File: config.mk
export PLATFORM = sky130hd
export DESIGN_NAME = beh_ctrl
export DESIGN_NICKNAME = d
export VERILOG_FILES = /design/src/sv/beh_pkg.sv /design/src/sv/beh_ctrl.sv
export SDC_FILE = /design/constraint.sdc
export NUM_CORES = 1
export LEC_CHECK = 0
export ABC_AREA = 1
export ABC_CLOCK_PERIOD_IN_PS = 1100
export BUFFER_PORTS_ARGS = -buffer_cell sky130_fd_sc_hd__buf_2
export CAP_MARGIN = 10
export CORE_AREA = 5 5 42 44
export DETAILED_ROUTE_END_ITERATION = 8
export DIE_AREA = 0 0 47 49
export GPL_ROUTABILITY_DRIVEN = 0
export REMOVE_ABC_BUFFERS = 1
export SYNTH_ARGS = -nofsm -noshare
export SYNTH_HDL_FRONTEND = slang
export SYNTH_SLANG_ARGS = --single-unit
File: constraint.sdc
create_clock -name i_clk -period 1.1 [get_ports i_clk]
set_input_delay 0.165 -clock i_clk [delete_from_list [all_inputs] [get_ports i_clk]]
set_output_delay 0.165 -clock i_clk [all_outputs]
set_load 0.01 [all_outputs]
File: src/sv/beh_pkg.sv
`timescale 1ns / 1ps
// ----------------------------------------------------------------------------
// Binned efficiency histogrammer package
// Shared request and result types, bin edge tables, control types.
// ----------------------------------------------------------------------------
package beh_pkg;

    // Default configuration.
    localparam int DEF_PT_BINS    = 15;
    localparam int DEF_ETA_BINS   = 16;
    localparam int DEF_PHI_BINS   = 12;
    localparam int DEF_COUNT_BITS = 32;

    // Number of entries held in each edge table.
    localparam int EDGE_SLOTS = 32;
    // Width of the signed value used for bin compares.
    localparam int VAL_W      = 18;
    // Number of fractional quotient bits of an efficiency.
    localparam int FRAC_BITS  = 16;

    typedef logic signed [VAL_W-1:0] t_edge_tab [EDGE_SLOTS];

    // Edge tables: ceil(edge * scale), trailing entries repeat the last edge.
    localparam t_edge_tab PT_EDGES = '{
        320, 384, 448, 512, 576, 640, 768, 896, 1024, 1152, 1280, 1600, 1920, 2240,
        2560, 3200, 3200, 3200, 3200, 3200, 3200, 3200, 3200, 3200, 3200, 3200, 3200,
        3200, 3200, 3200, 3200, 3200};
    localparam t_edge_tab ETA_EDGES = '{
        0, 820, 1639, 2458, 3277, 4096, 4916, 5916, 6415, 7373, 8192, 8602, 9012, 9421,
        9831, 10240, 10650, 10650, 10650, 10650, 10650, 10650, 10650, 10650, 10650,
        10650, 10650, 10650, 10650, 10650, 10650, 10650};
    localparam t_edge_tab PHI_EDGES = '{
        -13107, -10240, -8192, -6144, -4096, -2048, 0, 2048, 4096, 6144, 8192, 10240,
        13108, 13108, 13108, 13108, 13108, 13108, 13108, 13108, 13108, 13108, 13108,
        13108, 13108, 13108, 13108, 13108, 13108, 13108, 13108, 13108};

    // Operation codes.
    localparam logic OP_RECORD = 1'b0;
    localparam logic OP_READ   = 1'b1;

    typedef struct packed {
        logic               op;
        logic [15:0]        pt;
        logic signed [15:0] eta;
        logic signed [15:0] phi;
        logic               passed;
        logic               reco_found;
        logic [4:0]         read_pt_bin;
        logic [4:0]         read_eta_bin;
        logic [3:0]         read_phi_bin;
    } t_in_req;

    typedef struct packed {
        logic [4:0]  pt_index;
        logic [4:0]  eta_index;
        logic [3:0]  phi_index;
        logic [31:0] pass_count_3d;
        logic [31:0] total_count_3d;
        logic [16:0] efficiency_3d;
        logic [31:0] pass_count_2d;
        logic [31:0] total_count_2d;
        logic [16:0] efficiency_2d;
    } t_out_req;

    typedef enum logic [3:0] {
        ST_CLEAR,
        ST_IDLE,
        ST_BIN,
        ST_MIX,
        ST_ADDR,
        ST_READ,
        ST_UPDATE,
        ST_DIV,
        ST_FIN,
        ST_OUT
    } t_state;

    // Controller to datapath commands.
    typedef struct packed {
        logic clr;
        logic load;
        logic bin;
        logic mix;
        logic addr;
        logic upd;
        logic div;
        logic fin;
    } t_dp_cmd;

    // Datapath to controller status.
    typedef struct packed {
        logic clr_last;
        logic div_last;
    } t_dp_sts;

    // Bin of a value: the number of edges 0..n at or below it. The edges
    // never fall, so this matches the first interval that holds the value.
    function automatic logic [5:0] bin_count(
        input logic signed [VAL_W-1:0] v,
        input t_edge_tab               tab,
        input int                      n
    );
        logic [5:0] c;
        c = '0;
        for (int k = 0; k < EDGE_SLOTS; k++) begin
            if (k <= n && v >= tab[k]) begin
                c = c + 6'd1;
            end
        end
        return c;
    endfunction

endpackage

File: src/sv/beh_ctrl.sv
`timescale 1ns / 1ps
// ----------------------------------------------------------------------------
// Histogrammer controller
// Sequences the clearing pass, the binning, the counter update, the division and the output handshake.
// ----------------------------------------------------------------------------
module beh_ctrl (
    input  logic            i_clk,
    input  logic            i_rst_n,
    input  logic            i_in_valid,
    output logic            o_in_stall,
    output logic            o_out_valid,
    input  logic            i_out_stall,
    output beh_pkg::t_dp_cmd o_cmd,
    input  beh_pkg::t_dp_sts i_sts
);

    beh_pkg::t_state r_state, n_state;

    // State register.
    always_ff @(posedge i_clk) begin
        if (!i_rst_n) begin
            r_state <= beh_pkg::ST_CLEAR;
        end else begin
            r_state <= n_state;
        end
    end

    // Next state and commands.
    always_comb begin
        n_state     = r_state;
        o_cmd       = '0;
        o_in_stall  = 1'b1;
        o_out_valid = 1'b0;
        case (r_state)
            beh_pkg::ST_CLEAR: begin
                o_cmd.clr = 1'b1;
                if (i_sts.clr_last) begin
                    n_state = beh_pkg::ST_IDLE;
                end
            end
            beh_pkg::ST_IDLE: begin
                o_in_stall = 1'b0;
                if (i_in_valid) begin
                    o_cmd.load = 1'b1;
                    n_state    = beh_pkg::ST_BIN;
                end
            end
            beh_pkg::ST_BIN: begin
                o_cmd.bin = 1'b1;
                n_state   = beh_pkg::ST_MIX;
            end
            beh_pkg::ST_MIX: begin
                o_cmd.mix = 1'b1;
                n_state   = beh_pkg::ST_ADDR;
            end
            beh_pkg::ST_ADDR: begin
                o_cmd.addr = 1'b1;
                n_state    = beh_pkg::ST_READ;
            end
            beh_pkg::ST_READ: begin
                n_state = beh_pkg::ST_UPDATE;
            end
            beh_pkg::ST_UPDATE: begin
                o_cmd.upd = 1'b1;
                n_state   = beh_pkg::ST_DIV;
            end
            beh_pkg::ST_DIV: begin
                o_cmd.div = 1'b1;
                if (i_sts.div_last) begin
                    n_state = beh_pkg::ST_FIN;
                end
            end
            beh_pkg::ST_FIN: begin
                o_cmd.fin = 1'b1;
                n_state   = beh_pkg::ST_OUT;
            end
            beh_pkg::ST_OUT: begin
                o_out_valid = 1'b1;
                if (!i_out_stall) begin
                    n_state = beh_pkg::ST_IDLE;
                end
            end
            default: begin
                n_state = beh_pkg::ST_CLEAR;
            end
        endcase
    end

endmodule

==> PnR_summary.wiki, run 1 <==
{| class="wikitable"
! Metric !! Value
|-
| DIE WIDTH || 47 um
|-
| Internal power of the cells || 0.859 mW
|-
| Vias after detailed routing || 414
|-
| Clock tree from TritonCTS || done
|-
| Area grow syn2layout || 79.0%
|-
| Top cells by area in the synthesized netlist || sky130_fd_sc_hd__dfxtp_1 24%, sky130_fd_sc_hd__inv_1 11%, sky130_fd_sc_hd__nand2_1 9.9%
|-
| Reg-to-Reg End || r_state[3]
|-
| Number of global-route vias before repair || 406
|-
| DRC violations left || 0
|-
| Minimum clock period after layout || 1.23 ns
|-
| Number of logic stages on the critical path including buffering || 3
|-
| Post-Route Utilization || 43.5%
|-
| Synth warnings || 0
|-
| Placeable core area || 1400 um2
|-
| Cell area reported after detailed placement || 465 um2
|-
| Clock-pin slew of the registers on the worst-case setup and hold paths || 0.03 ns
|-
| Combinational share of power || 66.8%
|-
| Global Route Usage Sum || 10.0%
|-
| Antenna Cells || 0
|-
| Cell with the largest stage delay on the worst path || sky130_fd_sc_hd__dfxtp_4
|-
| Routed Wire Length || 955 um
|-
| Delay contributed by the slowest stage of the critical path || 0.36 ns
|-
| DR pass1 iterations || 4
|-
| Number of clock sinks || 4
|-
| Synth Cell Area || 340 um2
|-
| Effective utilization at floorplan || 24.3%
|-
| Net Sw Power || 0.791 mW
|-
| Max Buffers Root-to-Sink || 2
|-
| Type of destination of the critical path || output pin
|-
| Switching power as a share of total power || 47.9%
|-
| Critical Setup Path Class || register to output pin
|-
| Hold_ws || 0.183 ns
|-
| Total clock buffers created by CTS || 3
|-
| Wire per inst || 9.74 um
|-
| Total negative slack for setup checks || -0.941 ns
|-
| Highest ir drop seen on vdd || 1220 uV
|-
| Number of buffers added on ports || 15
|-
| Final-stage net count || 90
|-
| Worst setup slack for register-to-register paths || -0.03 ns
|-
| Final worst-path cycle share || 111%
|-
| Power density normalized to cell area || 2710 nW/um2
|-
| Endpoint required time on the critical path || 0.94 ns
|-
| Largest registers || r_state: 4 flops
|-
| Status || complete, but fails checks
|-
| Number of levels in the clock H-tree || 1
|-
| Worst Tran Pin Value || 0.219 ns
|-
| Leakage power summed over all cells || 0.322 nW
|-
| Failing checks || setup timing
|-
| Cell variety after synth || 16
|-
| Kind of launch point of the worst setup path || register
|-
| CTS root buf || sky130_fd_sc_hd__clkbuf_4
|-
| Routed via count divided by cell count || 4.22
|-
| Worst min-delay path category || input port to register
|-
| IO Count || 16
|-
| Setup WS post-layout || -0.126 ns
|-
| Maximum clock skew at final layout || 0.0000654 ns
|-
| Post-placement setup slack || -0.0861 ns
|-
| Sum of overflow across all layers after global routing || 0
|-
| Unrepaired setup endpoints after global routing || yes
|-
| Antenna viol nets, final || 0
|-
| Hold-fix buffers at CTS || 0
|-
| Fraction of the yosys area taken by sequential cells || 23.5%
|-
| Portion of total power attributed to sequential cells || 22.8%
|-
| Slew Limit Headroom || 85.3%
|-
| #FFs+latches synth || 4
|-
| Vertical die dimension || 49 um
|-
| Placed cells || 90
|-
| Cell class contributing the biggest share of worst-path delay || flip-flops
|-
| Total die area || 2300 um2
|-
| Layout Cells excl Fill || 98
|-
| HP Start || i_rst_n
|-
| Global-route wire length before repair || 1.66 mm
|-
| Number of failing hold endpoints at the final stage || 0
|-
| Number of buffer and inverter stages on the critical path || 2
|-
| Design Power || 1.65 mW
|-
| Worst Reg2Reg Path Length in Cells || 8
|-
| Largest register by flop count || r_state
|-
| Largest area contributor in the netlist || sky130_fd_sc_hd__dfxtp_1
|-
| Number of setup violations in the final report || 12
|-
| Syn avg cell area || 6.19 um2
|-
| Fraction of final layout cells sized beyond drive strength 1 || 67.1%
|-
| Max-slew violation count || 0
|-
| Number of standard-cell rows in the floorplan || 14
|-
| Top-area cell type share of the netlist area || 23.5%
|-
| Number of DRC markers in iteration 0 || 6
|-
| Skew-Pair Late Insertion Delay || 0.23 ns
|-
| Pin count of the biggest net entering global routing || 7
|-
| Number of flip-flops in the largest register || 4
|-
| Max-Cap Viols || 0
|-
| Clk pwr share || 10.4%
|-
| Hold Crit Depth || 3
|-
| Initial antenna violation count || 0
|-
| Layout Cell Area excl Fill || 609 um2
|-
| Achievable clock frequency || 816 MHz
|-
| WHS Endpoint || r_state[3]
|-
| Crit Path Max Fanout || 5
|-
| Worst-path cell chain || buf_4 > nor3_4 > buf_2
|-
| Endpoint arrival time on the critical path || 1.06 ns
|-
| Sum of net half-perimeters after detailed placement || 720 um
|-
| Post-Synthesis Cells || 55
|-
| Reg-to-reg startpoint || r_state[3]
|}
==> cell usage after synthesis, drive strengths merged <==
cell type	count
nand2	12
dfxtp	4
a21oi	2
o21ai	1
nand3b	1
nor3	5
nor2	13
a31oi	1
nand3	3
inv	13
==> cell families after synthesis <==
group	Yosys count	share of synthesized area, %
AOI/OAI and AO/OA	4	6.25
buffers and inverters	13	14.3
DFF	4	23.5
and+or+nand+nor	34	55.9
==> final cells by class <==
class	count	area, um2
inverters	13	48.8
repair buffers	24	155
flip-flops and latches	4	95.1
clock buffers	3	22.5
well taps	16	20.0
fillers	148	792
multi-input cells	38	268
==> power groups by stage <==
stage	registers [mW]	clock network [mW]	logic, mW
2_1_floorplan	0.296	0	0.540
3_3_place_gp	0.310	0	0.802
3_5_place_dp	0.310	0	0.802
4_1_cts	0.367	0.182	1.05
5_1_grt	0.390	0.199	1.22
6_report	0.376	0.172	1.10
==> metal layers <==
layer	vias up	GRT usage, %	part of all wire [%]
met5	-	0	0
met4	0	5.53	0.84
met3	2	3.69	8.3
met2	13	14.5	48
met1	173	12.3	43
li1	226	-	-
==> repair_timing <==
action	4_1_cts	5_1_grt
gates resized for setup	20	5
pin swaps	4	4
setup endpoints to repair	12	14
cloned	0	0
setup buffers	4	1
==> cell usage in the layout (no fill, tap or decap) <==
cell type,n
sky130_fd_sc_hd__nand2_1,7
sky130_fd_sc_hd__clkbuf_4,3
sky130_fd_sc_hd__buf_4,9
sky130_fd_sc_hd__buf_6,2
sky130_fd_sc_hd__nor2_4,6
sky130_fd_sc_hd__a21oi_2,1
sky130_fd_sc_hd__nand3_2,2
sky130_fd_sc_hd__a21oi_1,1
sky130_fd_sc_hd__nand3b_4,1
sky130_fd_sc_hd__nand3_1,1
sky130_fd_sc_hd__dfxtp_4,4
sky130_fd_sc_hd__inv_2,6
sky130_fd_sc_hd__buf_2,13
sky130_fd_sc_hd__inv_1,7
sky130_fd_sc_hd__o21ai_0,1
sky130_fd_sc_hd__nor2_1,7
sky130_fd_sc_hd__nor3_1,2
sky130_fd_sc_hd__nand2_2,5
sky130_fd_sc_hd__nor3_2,2
sky130_fd_sc_hd__a31oi_1,1
sky130_fd_sc_hd__nor3_4,1
==> how the worst max path moves through the flow <==
stage / startpoint / endpoint / slack, ns
finish: r_state[2] / o_cmd[0] / -0.13
global route: r_state[0] / o_cmd[0] / -0.21
CTS: r_state[2] / o_cmd[2] / -0.14
detailed placement: r_state[3] / o_cmd[5] / -0.09
global placement: r_state[3] / o_cmd[5] / -0.06
floorplan: r_state[0] / o_cmd[6] / 0.02
==> worst min-delay path, delay by kind of cell <==
| kind | cells | cell delay [ns] |
|---|---|---|
| and+or+nand+nor | 2 | 0.09 |
| buffers and inverters | 1 | 0.11 |
No activity file was read; power rests on OpenSTA's default activity.
==> inputs of run 2 (changes only) <==
- MAX_ROUTING_LAYER: unset -> met4
==> run 2 against run 1 <==
  * The run still ends with setup timing left
  * Worst hold slack lost 0.00050 ns
  * Global-route usage up 0.25 points
  * Clock skew unchanged
  * Register-to-register slack is essentially flat
  * Core utilization unchanged
  * Count of clock-buffer cells in the layout stayed put
  * Cell area unchanged
  * Die area unchanged
  * Non-clock buffer count is the same
  * Via count stayed put
  * Critical path type unchanged
  * Largest power group unchanged
==> PnR_summary.wiki, run 2 (synthesized netlist as in run 1, its figures left out) <==
{| class="wikitable"
! Metric !! Value
|-
| Fraction of final layout cells sized beyond drive strength 1 || 67.1% (unchanged)
|-
| Pin count of the biggest net entering global routing || 7 (unchanged)
|-
| Layout Cell Area excl Fill || 609 um2 (unchanged)
|-
| Antenna Cells || 0 (unchanged)
|-
| Hold-fix buffers at CTS || 0 (unchanged)
|-
| Leakage power summed over all cells || 0.322 nW (unchanged)
|-
| Portion of total power attributed to sequential cells || 22.8% (about the same)
|-
| Delay contributed by the slowest stage of the critical path || 0.36 ns (about the same)
|-
| Reg-to-Reg End || r_state[3]
|-
| Vertical die dimension || 49 um (unchanged)
|-
| Largest register by flop count || r_state
|-
| Placed cells || 90 (unchanged)
|-
| Status || complete, but fails checks
|-
| Area grow syn2layout || 79.0% (unchanged)
|-
| Final worst-path cycle share || 111% (unchanged)
|-
| Number of logic stages on the critical path including buffering || 3 (unchanged)
|-
| Worst min-delay path category || input port to register
|-
| Met2 usage in global routing || 14.5% (unchanged)
|-
| Cell with the largest stage delay on the worst path || sky130_fd_sc_hd__dfxtp_4
|-
| Max Buffers Root-to-Sink || 2 (unchanged)
|-
| Cell area reported after detailed placement || 465 um2 (unchanged)
|-
| Routed Wire Length || 955 um (unchanged)
|-
| Endpoint required time on the critical path || 0.94 ns (about the same)
|-
| Busiest layer in global routing || met2
|-
| Clk pwr share || 10.4% (about the same)
|-
| Kind of launch point of the worst setup path || register
|-
| Setup WS post-layout || -0.126 ns (unchanged)
|-
| Largest registers || r_state: 4 flops
|-
| Most common cell after layout, fill and taps aside || sky130_fd_sc_hd__buf_2
|-
| Hold_ws || 0.182 ns (-0.000501 ns)
|-
| Unrepaired setup endpoints after global routing || yes
|-
| Number of standard-cell rows in the floorplan || 14 (unchanged)
|-
| Minimum clock period after layout || 1.23 ns (unchanged)
|-
| Achievable clock frequency || 816 MHz (unchanged)
|-
| Met1 usage in global routing || 12.5% (+0.22 points)
|-
| Post-placement setup slack || -0.0861 ns (unchanged)
|-
| Placeable core area || 1400 um2 (unchanged)
|-
| Global Route Usage Sum || 10.3% (+0.25 points)
|-
| Routed via count divided by cell count || 4.22 (unchanged)
|-
| Number of buffers added on ports || 15 (unchanged)
|-
| DRC violations left || 0 (unchanged)
|-
| Antenna viol nets, final || 0 (unchanged)
|-
| Crit Path Max Fanout || 5 (unchanged)
|-
| Max-Cap Viols || 0 (unchanged)
|-
| Effective utilization at floorplan || 24.3% (unchanged)
|-
| Layout Cells excl Fill || 98 (unchanged)
|-
| Max-slew violation count || 0 (unchanged)
|-
| Reg-to-reg startpoint || r_state[3]
|-
| Design Power || 1.65 mW (about the same)
|-
| Internal power of the cells || 0.859 mW (about the same)
|-
| Total clock buffers created by CTS || 3 (unchanged)
|-
| Worst setup slack for register-to-register paths || -0.03 ns (about the same)
|-
| Filler cells || 148 (unchanged)
|-
| Number of levels in the clock H-tree || 1 (unchanged)
|-
| Number of setup violations in the final report || 12 (unchanged)
|-
| Net Sw Power || 0.791 mW (about the same)
|-
| Vias after detailed routing || 414 (unchanged)
|-
| Critical Path Source || r_state[2]
|-
| DR pass1 iterations || 4 (unchanged)
|-
| Global-route wire length before repair || 1.66 mm (unchanged)
|-
| Maximum clock skew at final layout || 0.0000654 ns (unchanged)
|-
| Final-stage net count || 90 (unchanged)
|-
| Number of flip-flops in the largest register || 4 (unchanged)
|-
| Worst-path cell chain || buf_4 > nor3_4 > buf_2
|-
| Sum of overflow across all layers after global routing || 0 (unchanged)
|-
| Combinational share of power || 66.8% (about the same)
|-
| IO Count || 16 (unchanged)
|-
| Total die area || 2300 um2 (unchanged)
|-
| DIE WIDTH || 47 um (unchanged)
|-
| Power density normalized to cell area || 2710 nW/um2 (about the same)
|-
| Type of destination of the critical path || output pin
|-
| Critical Setup Path Class || register to output pin
|-
| Cell class contributing the biggest share of worst-path delay || flip-flops
|-
| Switching power as a share of total power || 47.9% (about the same)
|-
| Number of buffer and inverter stages on the critical path || 2 (unchanged)
|-
| Met3 Resource Use GR || 3.32% (-0.37 points)
|-
| Endpoint arrival time on the critical path || 1.06 ns (about the same)
|-
| Post-Route Utilization || 43.5% (unchanged)
|-
| Slew Limit Headroom || 85.3% (unchanged)
|-
| CTS root buf || sky130_fd_sc_hd__clkbuf_4
|-
| Number of clock sinks || 4 (unchanged)
|-
| Number of global-route vias before repair || 406 (unchanged)
|-
| Skew-Pair Late Insertion Delay || 0.23 ns (about the same)
|-
| Number of failing hold endpoints at the final stage || 0 (unchanged)
|-
| Number of DRC markers in iteration 0 || 6 (unchanged)
|-
| Highest ir drop seen on vdd || 1220 uV (about the same)
|-
| Failing checks || setup timing
|-
| Wire per inst || 9.74 um (unchanged)
|-
| Endpoint of the most critical setup path || o_cmd[0]
|-
| Total negative slack for setup checks || -0.941 ns (-0.00000500 ns)
|-
| Sum of net half-perimeters after detailed placement || 720 um (unchanged)
|-
| Most used cells in the layout excluding fill and tap cells || 13 x sky130_fd_sc_hd__buf_2, 9 x sky130_fd_sc_hd__buf_4, 7 x sky130_fd_sc_hd__nor2_1, 7 x sky130_fd_sc_hd__inv_1, 7 x sky130_fd_sc_hd__nand2_1
|-
| Clock tree from TritonCTS || done
|-
| Initial antenna violation count || 0 (unchanged)
|-
| Worst Tran Pin Value || 0.219 ns (unchanged)
|-
| Clock-pin slew of the registers on the worst-case setup and hold paths || 0.03 ns (about the same)
|-
| Worst Reg2Reg Path Length in Cells || 8 (unchanged)
|}
==> run 2: what timing repair did <==
action	in CTS	in global routing
buffers inserted	4	1
endpoints found under the hold margin	0	0
resized for setup	20	5
pin swaps	4	4
setup endpoints to repair	12	14
==> run 2: worst reg2reg max path, delay by kind of cell (launching register included) <==
family / cells / cell delay (ns)
buffers and inverters: 1 / 0.14
flip-flops: 1 / 0.38
AND/OR/NAND/NOR: 7 / 0.50
==> run 2: how the worst min path moves through the flow <==
| stage | from | endpoint | slack, ns | cells after the start |
|---|---|---|---|---|
| finish | i_rst_n | r_state[3] | 0.18 | 3 |
| global route | i_rst_n | r_state[3] | 0.19 | 3 |
| CTS | i_rst_n | r_state[3] | 0.17 | 3 |
| detailed placement | i_rst_n | r_state[3] | 0.43 | 3 |
| global placement | i_rst_n | r_state[3] | 0.42 | 3 |
| floorplan | i_rst_n | r_state[3] | 0.29 | 2 |
==> run 2: layout make-up <==
cell class,instances,area (um2),share of cell area [%]
flip-flops and latches,4,95.1,15.6
well taps,16,20.0,3.29
repair buffers,24,155,25.5
multi-input cells,38,268,43.9
inverters,13,48.8,8.01
clock buffers,3,22.5,3.70
==> run 2: layer usage <==
layer / wire length [um] / share of wire, %
met1: 413 / 43
met2: 454 / 48
met3: 78 / 8.2
met4: 8 / 0.84
met5: 0 / 0
==> run 2: power by group through the flow <==
stage	clock network [mW]	registers, mW	logic [mW]
6_report	0.172	0.376	1.10
3_5_place_dp	0	0.310	0.802
3_3_place_gp	0	0.310	0.802
2_1_floorplan	0	0.296	0.540
5_1_grt	0.199	0.390	1.22
4_1_cts	0.182	0.367	1.05
==> inputs of run 3 (changes only) <==
- SETUP_SLACK_MARGIN: unset -> 0.05
- TNS_END_PERCENT: unset -> 50
==> run 3 against run 2 <==
  * Core utilization is 2.3 points lower
  * Wire length down 4.1%
  * Count of clock-buffer cells in the layout stayed put
  * The flow still finishes with violations (setup timing)
  * Cell count fell by 2.0%
  * Combinational power decreased by 9%
  * Via count is 3.4% lower
  * Critical path depth is the same
  * Global-route usage is 0.22 points lower
  * Clock power hardly changed
  * Worst hold slack worse by 0.0019 ns
  * Fmax barely moved
==> PnR_summary.wiki, run 3 (synthesized netlist as in run 1, its figures left out) <==
{| class="wikitable"
! Metric !! Value
|-
| Status || complete, but fails checks
|-
| Failing checks || setup timing
|-
| Largest registers || r_state: 4 flops
|-
| Routed via count divided by cell count || 4.17 (-1.4%)
|-
| Final worst-path cycle share || 112% (about the same)
|-
| Critical Setup Path Class || register to output pin
|-
| Effective utilization at floorplan || 24.3% (unchanged)
|-
| Cell area reported after detailed placement || 465 um2 (unchanged)
|-
| Power density normalized to cell area || 2670 nW/um2 (-1.3%)
|-
| Vertical die dimension || 49 um (unchanged)
|-
| Fraction of final layout cells sized beyond drive strength 1 || 65.0% (-2.1 points)
|-
| Total die area || 2300 um2 (unchanged)
|-
| Placed cells || 90 (unchanged)
|-
| Endpoint required time on the critical path || 0.94 ns (about the same)
|-
| Worst min-delay path category || input port to register
|-
| Number of standard-cell rows in the floorplan || 14 (unchanged)
|-
| Sum of overflow across all layers after global routing || 0 (unchanged)
|-
| DR pass1 iterations || 5 (+1)
|-
| Number of global-route vias before repair || 397 (-2.2%)
|-
| Max-slew violation count || 0 (unchanged)
|-
| Most used cells in the layout excluding fill and tap cells || 14 x sky130_fd_sc_hd__buf_2, 8 x sky130_fd_sc_hd__nand2_1, 7 x sky130_fd_sc_hd__nor2_1, 7 x sky130_fd_sc_hd__inv_1, 7 x sky130_fd_sc_hd__buf_4
|-
| Largest register by flop count || r_state
|-
| Routed Wire Length || 916 um (-4.1%)
|-
| Antenna Cells || 0 (unchanged)
|-
| Slew Limit Headroom || 87.0% (+1.7 points)
|-
| Sum of net half-perimeters after detailed placement || 720 um (unchanged)
|-
| Area grow syn2layout || 69.5%
|-
| Final-stage net count || 88 (-2.2%)
|-
| Total negative slack for setup checks || -0.880 ns (+0.0604 ns)
|-
| Number of flip-flops in the largest register || 4 (unchanged)
|-
| Setup WS post-layout || -0.127 ns (-0.00110 ns)
|-
| Endpoint arrival time on the critical path || 1.06 ns (about the same)
|-
| Number of buffers added on ports || 15 (unchanged)
|-
| Number of failing hold endpoints at the final stage || 0 (unchanged)
|-
| Type of destination of the critical path || output pin
|-
| Number of clock sinks || 4 (unchanged)
|-
| Post-Route Utilization || 41.2% (-2.3 points)
|-
| Global Route Usage Sum || 10.0% (-0.22 points)
|-
| Crit Path Max Fanout || 5 (unchanged)
|-
| Number of setup violations in the final report || 12 (unchanged)
|-
| Pin count of the biggest net entering global routing || 7 (unchanged)
|-
| Max Buffers Root-to-Sink || 2 (unchanged)
|-
| Vias after detailed routing || 400 (-3.4%)
|-
| CTS root buf || sky130_fd_sc_hd__clkbuf_4
|-
| DRC violations left || 0 (unchanged)
|-
| Initial antenna violation count || 0 (unchanged)
|-
| Leakage power summed over all cells || 0.304 nW (-5.8%)
|-
| Global-route wire length before repair || 1.62 mm (-2.5%)
|-
| Filler cells || 156 (+5.4%)
|-
| Hold_ws || 0.180 ns (-0.00193 ns)
|-
| Worst Tran Pin Value || 0.193 ns (-0.0256 ns)
|-
| Achievable clock frequency || 815 MHz (about the same)
|-
| Clock-pin slew of the registers on the worst-case setup and hold paths || 0.03 ns (about the same)
|-
| Antenna viol nets, final || 0 (unchanged)
|-
| Post-placement setup slack || -0.0861 ns (unchanged)
|-
| Maximum clock skew at final layout || 0.0000654 ns (unchanged)
|-
| Layout Cells excl Fill || 96 (-2.0%)
|-
| Layout Cell Area excl Fill || 577 um2 (-5.3%)
|-
| Minimum clock period after layout || 1.23 ns (+0.00110 ns)
|-
| Number of DRC markers in iteration 0 || 2 (-4)
|-
| IO Count || 16 (unchanged)
|-
| Total clock buffers created by CTS || 3 (unchanged)
|-
| Design Power || 1.54 mW (-6.5%)
|-
| Clock tree from TritonCTS || done
|-
| Unrepaired setup endpoints after global routing || yes
|-
| DIE WIDTH || 47 um (unchanged)
|-
| Wire per inst || 9.54 um (-2.1%)
|-
| Highest ir drop seen on vdd || 1160 uV (-4.3%)
|-
| Most common cell after layout, fill and taps aside || sky130_fd_sc_hd__buf_2
|-
| Hold-fix buffers at CTS || 0 (unchanged)
|-
| Max-Cap Viols || 0 (unchanged)
|-
| Placeable core area || 1400 um2 (unchanged)
|-
| Skew-Pair Late Insertion Delay || 0.23 ns (about the same)
|-
| Number of levels in the clock H-tree || 1 (unchanged)
|-
| Kind of launch point of the worst setup path || register
|}
-- run 3: cell types whose count changed in the layout (fill, tap and decap cells not counted) --
cell | before | now
sky130_fd_sc_hd__nand3b_4 | 1 | 0
sky130_fd_sc_hd__buf_6 | 2 | 1
sky130_fd_sc_hd__nand2_2 | 5 | 4
sky130_fd_sc_hd__nand3b_2 | 0 | 1
sky130_fd_sc_hd__nand2_1 | 7 | 8
sky130_fd_sc_hd__buf_2 | 13 | 14
sky130_fd_sc_hd__buf_4 | 9 | 7
-- run 3: timing repair --
item / 4_1_cts / 5_1_grt
pin swaps: 3 / 2
setup buffers: 3 / 0
endpoints found under the setup margin: 14 / 14
gates resized for setup: 18 / 4
-- run 3: cell type report --
type / count / area [um2] / share of cell area [%]
multi-input combinational: 38 / 256 / 44.5
timing repair buffer: 22 / 134 / 23.2
sequential: 4 / 95.1 / 16.5
inverter: 13 / 48.8 / 8.46
clock buffer: 3 / 22.5 / 3.90
tap: 16 / 20.0 / 3.47
-- run 3: worst max-delay path, stage by stage (launching register included) --
cell and delay [ns]:
sky130_fd_sc_hd__dfxtp_4 0.36, sky130_fd_sc_hd__buf_4 0.14, sky130_fd_sc_hd__nor3_4 0.18, sky130_fd_sc_hd__buf_2 0.16
-- run 3: per-layer routing --
| metal | global-route usage [%] | vias to the layer above | part of all wire [%] | wire length (um) |
|---|---|---|---|---|
| li1 | - | 221 | - | - |
| met1 | 12.3 | 164 | 43 | 393 |
| met2 | 14.0 | 13 | 47 | 433 |
| met3 | 3.32 | 2 | 8.7 | 80 |
| met4 | 5.53 | 0 | 0.87 | 8 |
| met5 | - | - | 0 | 0 |
-- run 3: where the power goes --
part / internal (mW) / leakage (nW) / switching (mW) / total [mW]
sequential: 0.238 / 0.0356 / 0.136 / 0.374
combinational: 0.434 / 0.254 / 0.563 / 0.997
clock: 0.121 / 0.0138 / 0.0502 / 0.172
total: 0.794 / 0.304 / 0.749 / 1.54
-- run 3: final timing paths --
path               from          to  slack [ns]  cells after the start
max reg2reg  r_state[2]  r_state[3]       -0.02                      7
max          r_state[2]    o_cmd[0]       -0.13                      3
min             i_rst_n  r_state[3]        0.18                      3
min reg2reg  r_state[0]  r_state[0]        0.62                      3
